## src/hw/rtl/assert_macros.svh

```systemverilog
// Assertion macros shared by the framer RTL.
// Every macro samples on clock and is disabled while reset is high.
`ifndef ASSERT_MACROS_SVH
`define ASSERT_MACROS_SVH

// cond must hold at every clock edge outside reset
`define FQRF_ASSERT_ALWAYS(label, cond, msg) \
   label: assert property (@(posedge clock) disable iff (reset) (cond)) else $error(msg);

// cons must hold in the same cycle whenever ante holds
`define FQRF_ASSERT_IMPLY(label, ante, cons, msg) \
   label: assert property (@(posedge clock) disable iff (reset) (ante) |-> (cons)) \
      else $error(msg);

// cons must hold in the cycle after ante holds
`define FQRF_ASSERT_NEXT(label, ante, cons, msg) \
   label: assert property (@(posedge clock) disable iff (reset) (ante) |=> (cons)) \
      else $error(msg);

`endif

```

## src/hw/rtl/fqrf_pkg.sv

```systemverilog
// Package for the FASTQ record framer: payload structs, parse phases,
// character codes and default widths. No dependencies.
package fqrf_pkg;

   localparam int OFFSET_BITS_DEFAULT = 32;
   localparam int FIELD_BITS = 32;

   localparam logic [7:0] CH_AT   = 8'h40;
   localparam logic [7:0] CH_PLUS = 8'h2B;
   localparam logic [7:0] CH_NL   = 8'h0A;

   typedef enum logic [2:0] {
      PH_SEARCH   = 3'd0,
      PH_HEADER   = 3'd1,
      PH_SEQ      = 3'd2,
      PH_PLUSCHK  = 3'd3,
      PH_PLUSLINE = 3'd4,
      PH_QUAL     = 3'd5,
      PH_QEND     = 3'd6
   } phase_type;

   typedef struct packed {
      logic [7:0] data_byte;
      logic       last_in_file;
   } req_type;

   typedef struct packed {
      logic [FIELD_BITS-1:0] header_start;
      logic [FIELD_BITS-1:0] header_length;
      logic [FIELD_BITS-1:0] sequence_start;
      logic [FIELD_BITS-1:0] sequence_length;
      logic [FIELD_BITS-1:0] quality_start;
   } rsp_type;

endpackage

```

## src/hw/rtl/fastq_record_framer_top.sv

```systemverilog
// FASTQ record framer, top level: byte input channel, record output channel.
// Depends on fqrf_pkg, fqrf_parser and fqrf_out_stage.
//
// Usage:
//   req_ channel carries one file byte per transaction with a flag on the
//   final byte of a file. rsp_ channel carries one transaction per complete
//   FASTQ record: header, sequence and quality offsets plus header and
//   sequence lengths (quality length equals sequence length).
//   Throughput: one byte per cycle while req_ready is high; the parse state
//   advances in the cycle the byte is accepted.
//   A completed record is registered in the output register, or in the skid
//   entry while the output is stalled, when its closing newline is accepted.
//   Stall: the output register plus one skid entry absorb results; req_ready
//   drops only while both hold a result the receiver has not taken.
//   Reset: synchronous; parser returns to searching for '@' with offset 0,
//   output stage empty. After a byte flagged last_in_file the parser state
//   and offset also return to zero.
//   Offsets saturate at 2^OFFSET_BITS-1 and are presented as 32-bit fields.

module fastq_record_framer_top #(
   parameter int OFFSET_BITS = fqrf_pkg::OFFSET_BITS_DEFAULT
) (
   input  logic              clock,
   input  logic              reset,
   input  logic              req_valid,
   output logic              req_ready,
   input  fqrf_pkg::req_type req_data,
   output logic              rsp_valid,
   input  logic              rsp_ready,
   output fqrf_pkg::rsp_type rsp_data
);
   import fqrf_pkg::*;

   logic    accept;
   logic    result_valid;
   rsp_type result;
   logic    space;

   assign req_ready = space;
   assign accept    = req_valid & space;

   fqrf_parser #(
      .OFFSET_BITS(OFFSET_BITS)
   ) u_parser (
      .clock        (clock),
      .reset        (reset),
      .accept       (accept),
      .req_data     (req_data),
      .result_valid (result_valid),
      .result       (result)
   );

   fqrf_out_stage u_out_stage (
      .clock     (clock),
      .reset     (reset),
      .push      (result_valid),
      .push_data (result),
      .space     (space),
      .rsp_valid (rsp_valid),
      .rsp_ready (rsp_ready),
      .rsp_data  (rsp_data)
   );

endmodule

```

## src/hw/rtl/fqrf_parser.sv

```systemverilog
// Per-byte parse state machine of the FASTQ record framer.
// Depends on fqrf_pkg and assert_macros.svh.
`include "assert_macros.svh"

module fqrf_parser #(
   parameter int OFFSET_BITS = fqrf_pkg::OFFSET_BITS_DEFAULT
) (
   input  logic             clock,
   input  logic             reset,
   input  logic             accept,
   input  fqrf_pkg::req_type req_data,
   output logic             result_valid,
   output fqrf_pkg::rsp_type result
);
   import fqrf_pkg::*;

   typedef logic [OFFSET_BITS-1:0] off_type;
   localparam off_type OFF_MAX = '1;

   function automatic off_type sat_inc(input off_type v);
      return (v == OFF_MAX) ? v : v + off_type'(1);
   endfunction

   function automatic off_type span(input off_type end_v, input off_type start_v);
      return (end_v >= start_v) ? end_v - start_v : '0;
   endfunction

   phase_type phase_ff, phase_in;
   off_type   byte_offset_ff, byte_offset_in;
   off_type   hstart_ff, hstart_in;
   off_type   hlen_ff, hlen_in;
   off_type   sstart_ff, sstart_in;
   off_type   slen_ff, slen_in;
   off_type   qstart_ff, qstart_in;
   off_type   qleft_ff, qleft_in;
   off_type   off_inc;
   off_type   qdec;
   logic      emit;
   logic      is_nl;
   logic      is_at;

   always_comb begin
      off_inc  = sat_inc(byte_offset_ff);
      is_nl    = (req_data.data_byte == CH_NL);
      is_at    = (req_data.data_byte == CH_AT);
      qdec     = (qleft_ff != '0) ? qleft_ff - off_type'(1) : qleft_ff;
      phase_in  = phase_ff;
      hstart_in = hstart_ff;
      hlen_in   = hlen_ff;
      sstart_in = sstart_ff;
      slen_in   = slen_ff;
      qstart_in = qstart_ff;
      qleft_in  = qleft_ff;
      emit      = 1'b0;
      byte_offset_in = off_inc;

      case (phase_ff)
         PH_HEADER: begin
            if (is_nl) begin
               hlen_in   = span(byte_offset_ff, hstart_ff);
               sstart_in = off_inc;
               phase_in  = PH_SEQ;
            end
         end
         PH_SEQ: begin
            if (is_nl) begin
               slen_in  = span(byte_offset_ff, sstart_ff);
               phase_in = PH_PLUSCHK;
            end
         end
         PH_PLUSCHK: begin
            if (req_data.data_byte == CH_PLUS) begin
               phase_in = PH_PLUSLINE;
            end else if (is_at) begin
               hstart_in = off_inc;
               phase_in  = PH_HEADER;
            end else begin
               phase_in = PH_SEARCH;
            end
         end
         PH_PLUSLINE: begin
            if (is_nl) begin
               qstart_in = off_inc;
               qleft_in  = slen_ff;
               phase_in  = (slen_ff == '0) ? PH_QEND : PH_QUAL;
            end
         end
         PH_QUAL: begin
            qleft_in = qdec;
            if (qdec == '0) begin
               phase_in = PH_QEND;
            end
         end
         PH_QEND: begin
            if (is_nl) begin
               emit     = 1'b1;
               phase_in = PH_SEARCH;
            end else if (is_at) begin
               hstart_in = off_inc;
               phase_in  = PH_HEADER;
            end else begin
               phase_in = PH_SEARCH;
            end
         end
         default: begin
            if (is_at) begin
               hstart_in = off_inc;
               phase_in  = PH_HEADER;
            end else begin
               phase_in = PH_SEARCH;
            end
         end
      endcase

      // end of file: drop any partial record and restart offsets
      if (req_data.last_in_file) begin
         phase_in       = PH_SEARCH;
         byte_offset_in = '0;
         hstart_in      = '0;
         hlen_in        = '0;
         sstart_in      = '0;
         slen_in        = '0;
         qstart_in      = '0;
         qleft_in       = '0;
      end

      result_valid           = accept & emit;
      result.header_start    = FIELD_BITS'(hstart_ff);
      result.header_length   = FIELD_BITS'(hlen_ff);
      result.sequence_start  = FIELD_BITS'(sstart_ff);
      result.sequence_length = FIELD_BITS'(slen_ff);
      result.quality_start   = FIELD_BITS'(qstart_ff);
   end

   always_ff @(posedge clock) begin
      if (reset) begin
         phase_ff       <= PH_SEARCH;
         byte_offset_ff <= '0;
         hstart_ff      <= '0;
         hlen_ff        <= '0;
         sstart_ff      <= '0;
         slen_ff        <= '0;
         qstart_ff      <= '0;
         qleft_ff       <= '0;
      end else if (accept) begin
         phase_ff       <= phase_in;
         byte_offset_ff <= byte_offset_in;
         hstart_ff      <= hstart_in;
         hlen_ff        <= hlen_in;
         sstart_ff      <= sstart_in;
         slen_ff        <= slen_in;
         qstart_ff      <= qstart_in;
         qleft_ff       <= qleft_in;
      end
   end

   `FQRF_ASSERT_IMPLY(a_qual_nonzero, phase_ff == PH_QUAL, qleft_ff != '0, "quality count empty in QUAL")
   `FQRF_ASSERT_IMPLY(a_qual_bound, phase_ff == PH_QUAL, qleft_ff <= slen_ff, "quality count above sequence length")
   `FQRF_ASSERT_NEXT(a_eof_clear, accept && req_data.last_in_file, (phase_ff == PH_SEARCH) && (byte_offset_ff == '0), "state not cleared after last byte")

endmodule

```

## src/hw/rtl/fqrf_out_stage.sv

```systemverilog
// Result register with skid entry for the FASTQ record framer.
// Depends on fqrf_pkg and assert_macros.svh.
`include "assert_macros.svh"

module fqrf_out_stage (
   input  logic              clock,
   input  logic              reset,
   input  logic              push,
   input  fqrf_pkg::rsp_type push_data,
   output logic              space,
   output logic              rsp_valid,
   input  logic              rsp_ready,
   output fqrf_pkg::rsp_type rsp_data
);
   import fqrf_pkg::*;

   logic    rsp_valid_ff, rsp_valid_in;
   logic    skid_valid_ff, skid_valid_in;
   rsp_type rsp_data_ff, rsp_data_in;
   rsp_type skid_data_ff, skid_data_in;
   logic    pop;

   always_comb begin
      pop           = rsp_valid_ff & rsp_ready;
      rsp_valid_in  = rsp_valid_ff;
      skid_valid_in = skid_valid_ff;
      rsp_data_in   = rsp_data_ff;
      skid_data_in  = skid_data_ff;
      if (skid_valid_ff) begin
         if (pop) begin
            rsp_data_in   = skid_data_ff;
            skid_valid_in = 1'b0;
         end
      end else if (push) begin
         if (!rsp_valid_ff || pop) begin
            rsp_data_in  = push_data;
            rsp_valid_in = 1'b1;
         end else begin
            skid_data_in  = push_data;
            skid_valid_in = 1'b1;
         end
      end else if (pop) begin
         rsp_valid_in = 1'b0;
      end
   end

   always_ff @(posedge clock) begin
      if (reset) begin
         rsp_valid_ff  <= 1'b0;
         skid_valid_ff <= 1'b0;
      end else begin
         rsp_valid_ff  <= rsp_valid_in;
         skid_valid_ff <= skid_valid_in;
      end
      rsp_data_ff  <= rsp_data_in;
      skid_data_ff <= skid_data_in;
   end

   assign space     = ~skid_valid_ff;
   assign rsp_valid = rsp_valid_ff;
   assign rsp_data  = rsp_data_ff;

   `FQRF_ASSERT_IMPLY(a_skid_behind_rsp, skid_valid_ff, rsp_valid_ff, "skid entry held with empty result register")
   `FQRF_ASSERT_NEXT(a_skid_fill, !skid_valid_ff && push && rsp_valid_ff && !rsp_ready, skid_valid_ff, "result lost on stalled output")
   `FQRF_ASSERT_NEXT(a_skid_hold, skid_valid_ff && !pop, skid_valid_ff && $stable(skid_data_ff), "skid entry dropped before output moved")

endmodule

```

## config.mk

```make
export PLATFORM = sky130hd
export DESIGN_NAME = fastq_record_framer_top
export DESIGN_NICKNAME = d
export VERILOG_FILES = /design/src/hw/rtl/fqrf_pkg.sv /design/src/hw/rtl/fastq_record_framer_top.sv /design/src/hw/rtl/fqrf_parser.sv /design/src/hw/rtl/fqrf_out_stage.sv
export VERILOG_INCLUDE_DIRS = /design/src /design/src/hw/rtl
export SDC_FILE = /design/constraint.sdc
export NUM_CORES = 1
export LEC_CHECK = 0
export BUFFER_PORTS_ARGS = -buffer_cell sky130_fd_sc_hd__clkbuf_2
export CAP_MARGIN = 20
export CELL_PAD_IN_SITES_DETAIL_PLACEMENT = 0
export CELL_PAD_IN_SITES_GLOBAL_PLACEMENT = 1
export CORE_MARGIN = 2
export CORE_UTILIZATION = 40
export CTS_BUF_LIST = sky130_fd_sc_hd__clkbuf_8
export DETAILED_ROUTE_END_ITERATION = 12
export GPL_TIMING_DRIVEN = 0
export PLACE_DENSITY_LB_ADDON = 0.1
export SLEW_MARGIN = 25
export SYNTH_ARGS = -nofsm -noshare
export SYNTH_HDL_FRONTEND = slang
export SYNTH_SLANG_ARGS = --single-unit
```

## constraint.sdc

```tcl
create_clock -name clock -period 12.1 [get_ports clock]
set_input_delay 2.42 -clock clock [delete_from_list [all_inputs] [get_ports clock]]
set_output_delay 2.42 -clock clock [all_outputs]
set_load 0.01 [all_outputs]
```

; After elaboration in Yosys (flattened, before gate mapping)
; Index checks and enable logic that the tools add are counted.
[op_classes]
reduce_logical = 23
muxes = 47
bitwise = 5
order_cmp = 2
n_addsub = 4
eq_ne = 19
[op_table]
columns = operator, count
row1 = 2-to-1 mux 32 bit, 22
row2 = 2-to-1 mux 160 bit, 4
row3 = one-hot mux 32 bit (3 select lines), 1
row4 = >= comparator 32 bit, 2
row5 = logical NOT 32 bit, 2
row6 = one-hot mux 32 bit (2 select lines), 1
row7 = subtractor 32 bit, 2
row8 = "adder 32 x 1 -> 32 bit, second input constant", 1
row9 = "equality test 32 bit, second input constant", 1
row10 = nonzero test 32 bit, 1
row11 = "subtractor 32 x 1 -> 32 bit, second input constant", 1
row12 = 2-to-1 mux 3 bit, 7
row13 = AND reduction 3 bit, 7
row14 = one-hot mux 3 bit (6 select lines), 1
row15 = nonzero test 2 bit, 7
row16 = "!= test 3 x 2 -> 1 bit, second input constant", 4
row17 = 2-to-1 mux 1 bit, 10
row18 = "equality test 3 bit, second input constant", 3
row19 = "equality test 8 x 4 -> 1 bit, second input constant", 1
row20 = "equality test 8 x 6 -> 1 bit, second input constant", 1
row21 = "equality test 8 x 7 -> 1 bit, second input constant", 1
row22 = "equality test 3 x 2 -> 1 bit, second input constant", 2
row23 = "!= test 3 bit, second input constant", 2
row24 = AND reduction 5 bit, 1
row25 = 11 further kinds, 15
[totals]
register_bits = 549
out_inout_bits = 162
word_cells = 120
in_bits = 13

; Logic depth before layout (Yosys ltp)
[depth]
depth_word = 6
ltp_mapped = 15
mapped_depth_nobuf = 14

; Modules after synthesis
; Synthesis repeated with hierarchy kept, for this count alone.
[hier_totals]
cells_unflattened = 2342
hier_area_um2 = 25507.0
[modules_own_cells]
columns = mod, cells_each, n_inst, area_per_inst_um2, seq_area_each_um2
row1 = fqrf_parser, 1830, 1, 13784.5, 4544.4
row2 = fqrf_out_stage, 511, 1, 11716.2, 9649.3
row3 = fastq_record_framer_top, 1, 1, 6.3, 0.0

; Least setup slack after synthesis
; No wires, ideal clock.
[synth_path]
kind = input-to-reg
start = in req_data[3] in the netlist's numbering
end = reg u_out_stage.rsp_data_ff, in the netlist u_out_stage.rsp_data[0], enable pin
n_path_buf = 0
required_time_ns = 11.353
setup_time_ns = 0.747
stages = 5
t_arrival_ns = 10.923
slack_ns = 0.430
cell_sequence = nor3_1 nand3_1 nor2_1 nand4_1 a22oi_1
[synth_between]
elab_chain_cells = 6
[synth_lines]
columns = element, line
row1 = from (decl), fastq_record_framer_top.sv:27  ; input fqrf_pkg::req_type req_data,
row2 = equality test 8 x 4 -> 1 bit, fqrf_parser.sv:44  ; is_nl = (req_data.data_byte == CH_NL);
row3 = 2-to-1 mux 1 bit, fqrf_parser.sv:95  ; if (is_nl) begin
row4 = 2-to-1 mux 1 bit, fqrf_parser.sv:57  ; case (phase_ff)
row5 = AND 1 bit, fqrf_parser.sv:127  ; result_valid = accept & emit;
row6 = nonzero test 2 bit (no source line), --
row7 = AND reduction 3 bit (no source line), --
row8 = to (signal assigned), fqrf_out_stage.sv:55  ; rsp_data_ff <= rsp_data_in;
row9 = to (decl), fqrf_out_stage.sv:19  ; rsp_type rsp_data_ff, rsp_data_in;
; No other way between the ends.
; A chain may end at the register's enable or synchronous reset.

; Worst setup path in the final report
[layout_path]
start = in req_valid
end = reg u_out_stage.rsp_data_ff, in the netlist u_out_stage.rsp_data[151], enable pin
[layout_between]
elab_chain_cells = 4
[layout_lines]
columns = element, line
row1 = from (decl), fastq_record_framer_top.sv:25  ; input logic req_valid,
row2 = AND 1 bit, fastq_record_framer_top.sv:40  ; assign accept = req_valid & space;
row3 = AND 1 bit, fqrf_parser.sv:127
row4 = nonzero test 2 bit (no source line), --
row5 = AND reduction 3 bit (no source line), --
; No other way between the ends.

==> flow_metrics.env <==
export IMPL_r2r_start="u_parser.byte_offset_ff[0]"
export IMPL_grt_max_degree=51
export IMPL_synth_edf_count=320
export IMPL_fmax_mhz=188
export IMPL_wl_per_cell_um=23.3
export IMPL_finalHoldWorstSlack_ps=430
export IMPL_drtAntennaViolNets=0
export IMPL_io_buffers=173
export IMPL_drive_gt1_share_pct=17.2
export IMPL_arrival_ps=5750
export IMPL_drv_cap=0
export IMPL_seq_area_frac_synth_pct=56.7
export IMPL_ir_drop_uv=79.0
export IMPL_finalPower_uw=3840
export IMPL_setup_viol=0
export IMPL_grt_ovfl_total=0
export IMPL_regArea_mm2=0.0142
export IMPL_fin_util_pct=47.1
export IMPL_cts_htree_levels=3
export IMPL_synth_flop_cell="edfxtp_1"
export IMPL_hold_end="u_out_stage.skid_data_ff[145]"
export IMPL_finClkSkew_ps=43.5
export IMPL_design_area_mm2=0.0291
export IMPL_leakage_uw=0.0109
export IMPL_multi_input_area_mm2=0.00995
export IMPL_path_class="in2reg"
export IMPL_syn_area_mm2=0.0250
export IMPL_yosys_area_top_type="edfxtp_1"
export IMPL_rr_worst_depth=15
export IMPL_whs_path_depth=0
export IMPL_worst_slew_pin_slew_ps=1160
export IMPL_cp_max_fo=14
export IMPL_fp_dieH_um=254
export IMPL_clock_latency_ps=720
export IMPL_die_area_mm2=0.0646
export IMPL_worstHoldPathType="reg2reg"
export IMPL_synth_warnings=0
export IMPL_cts_setup_buffers=0
export IMPL_fin_setup_tns_ps=0
export IMPL_fin_crit_sh_pct=44.1
export IMPL_rsz0062_at_grt="false"
export IMPL_crit_required_ps=12520
export IMPL_grt_pass1_wl_mm=122
export IMPL_nNetsFinal=2758
export IMPL_drc_errors=0
export IMPL_cts_max_path_buffers=3
export IMPL_firstDrtPassIters=5
export IMPL_hpwl_mm=62.4
export IMPL_die_w_um=254
export IMPL_cts_buffers=94
export IMPL_fill_cells=5927
export IMPL_start_util_pct=40.5
export IMPL_syn_nets=2472
export IMPL_clk_pin_slew_ps=60
export IMPL_yosys_top_cells_area="edfxtp_1 (38%), dfxtp_1 (18%), nand2_1 (5.9%)"
export IMPL_status="finished, final reports clean"
export IMPL_ys_async_sr_fraction_pct=0
export IMPL_synth_top_cell_area_share_pct=38.4
export IMPL_post_synth_num_cell_types=79
export IMPL_hold_viol=0
export IMPL_num_rows=91
export IMPL_tritoncts="built"
export IMPL_routed_wl_mm=83.9
export IMPL_antenna_found_initial=3
export IMPL_min_period_ps=5330
export IMPL_drt_initial_drc_count=1689
export IMPL_grtUsageTotal_pct=25.8
export IMPL_avgSynthCellArea_um2=10.5
export IMPL_synth_top_cells_by_count="nand2_1 (392), edfxtp_1 (320), dfxtp_1 (229)"
export IMPL_r2r_end="u_parser.slen_ff[28]"
export IMPL_root_buffer="clkbuf_8"
export IMPL_area_growth_pct=16.4
export IMPL_core_area_mm2=0.0618
export IMPL_first_global_vias=18700
export IMPL_place_area_mm2=0.0272
export IMPL_syn_inst=2390
export IMPL_slew_violations=0
export IMPL_ctsResizeCount=0
export IMPL_start_kind="input port"
export IMPL_vias=19500
export IMPL_ff2ff_setup_slack_ps=7670
export IMPL_place_congestion=0.903
export IMPL_hold_buffers=0
export IMPL_slew_headroom_pct=22.7
export IMPL_synth_seq_cells=549
export IMPL_io_pins=175
export IMPL_hp_start="u_parser.hstart_ff[17]"
export IMPL_vias_per_cell=5.42
export IMPL_synth_most_common_cell="nand2_1"
export IMPL_clock_sinks=549
export IMPL_cp_end_kind="register"
export IMPL_p_per_area_mw_per_mm2=132
[cell families after synthesis]
group,share of synthesized area (%)
AO/OA/AOI/OAI,14.5
XOR/XNOR,3.67
adder cells (fa/ha/maj),3.51
buffers and inverters,3.56
flip-flops,56.7
multiplexers,4.39
AND/OR/NAND/NOR,13.7
[worst max-delay path: stages]
cell      delay (ps)
clkbuf_2         100
nor2b_1          530
clkbuf_1         640
nand4_1          260
a22oi_2          250
buf_6            210
buf_8            180
buf_6            190
buf_6            190
buf_6            180
buf_6            190
buf_6            190
buf_6            170
[where the power goes]
| part | leakage (uW) | total, uW | internal [uW] | switching (uW) |
|---|---|---|---|---|
| logic | 0.00495 | 150 | 45.1 | 105 |
| clock network | 0.00110 | 1720 | 906 | 811 |
| registers | 0.00488 | 1970 | 1960 | 6.36 |
[per-stage QoR]
| step | setup slack, ps | cells |
|---|---|---|
| floorplan | 430 | 2390 |
| global placement | -3780 | 3400 |
| detailed placement | 6020 | 3417 |
| CTS | 6800 | 3595 |
| global route | 6580 | 3596 |
| finish | 6770 | 3597 |
[per-layer routing]
layer / up-vias / GRT usage [%] / share of wire (%)
li1: 9177 / - / -
met1: 9626 / 37.3 / 47
met2: 578 / 40.3 / 45
met3: 110 / 3.56 / 5.1
met4: 0 / 7.46 / 2.4
met5: - / 0 / 0
[flip-flops by register name (all words and copies together) (netlist names)]
register and flops:
u_out_stage.skid_data_ff 160, u_parser.sstart_ff 32, u_parser.qstart_ff 32, u_parser.hlen_ff 32
u_out_stage.rsp_valid 1, u_parser.hstart_ff 32, u_parser.qleft_ff 32, u_out_stage.rsp_data 160
u_out_stage.skid_valid_ff 1, u_parser.phase_ff 3, u_parser.slen_ff 32, u_parser.byte_offset_ff 32
[cell usage in the layout (no fill, tap or decap), types with 71 or more instances in the layout]
cell type	n
a21oi_1	199
a22oi_1	71
clkbuf_1	97
clkbuf_2	175
clkbuf_8	107
dfxtp_1	229
edfxtp_1	320
inv_1	121
mux2_2	94
nand2_1	392
nor2_1	176
o21ai_0	165
[area by class of cell]
type	instances	share of cell area [%]
Antenna cell	2	0.0172
Buffer	120	1.84
Clock buffer	103	4.87
Clock inverter	75	1.76
Inverter	95	1.22
Multi-Input combinational cell	1626	34.2
Sequential cell	549	48.7
Tap cell	837	3.60
Timing Repair Buffer	190	3.81
[worst max-delay path by stage]
stage                            from                        end  slack [ps]  depth (start not counted)
after detailed placement    req_valid  u_out_stage.rsp_data[153]        6020                         13
after floorplan           req_data[3]    u_out_stage.rsp_data[0]         430                          5
after global routing        req_valid  u_out_stage.rsp_data[149]        6580                         13
after global placement      req_valid  u_out_stage.rsp_data[149]       -3780                          5
final                       req_valid  u_out_stage.rsp_data[151]        6770                         13
after CTS                   req_valid  u_out_stage.rsp_data[149]        6800                         13
Note: power is estimated with default switching activity, not from simulation.
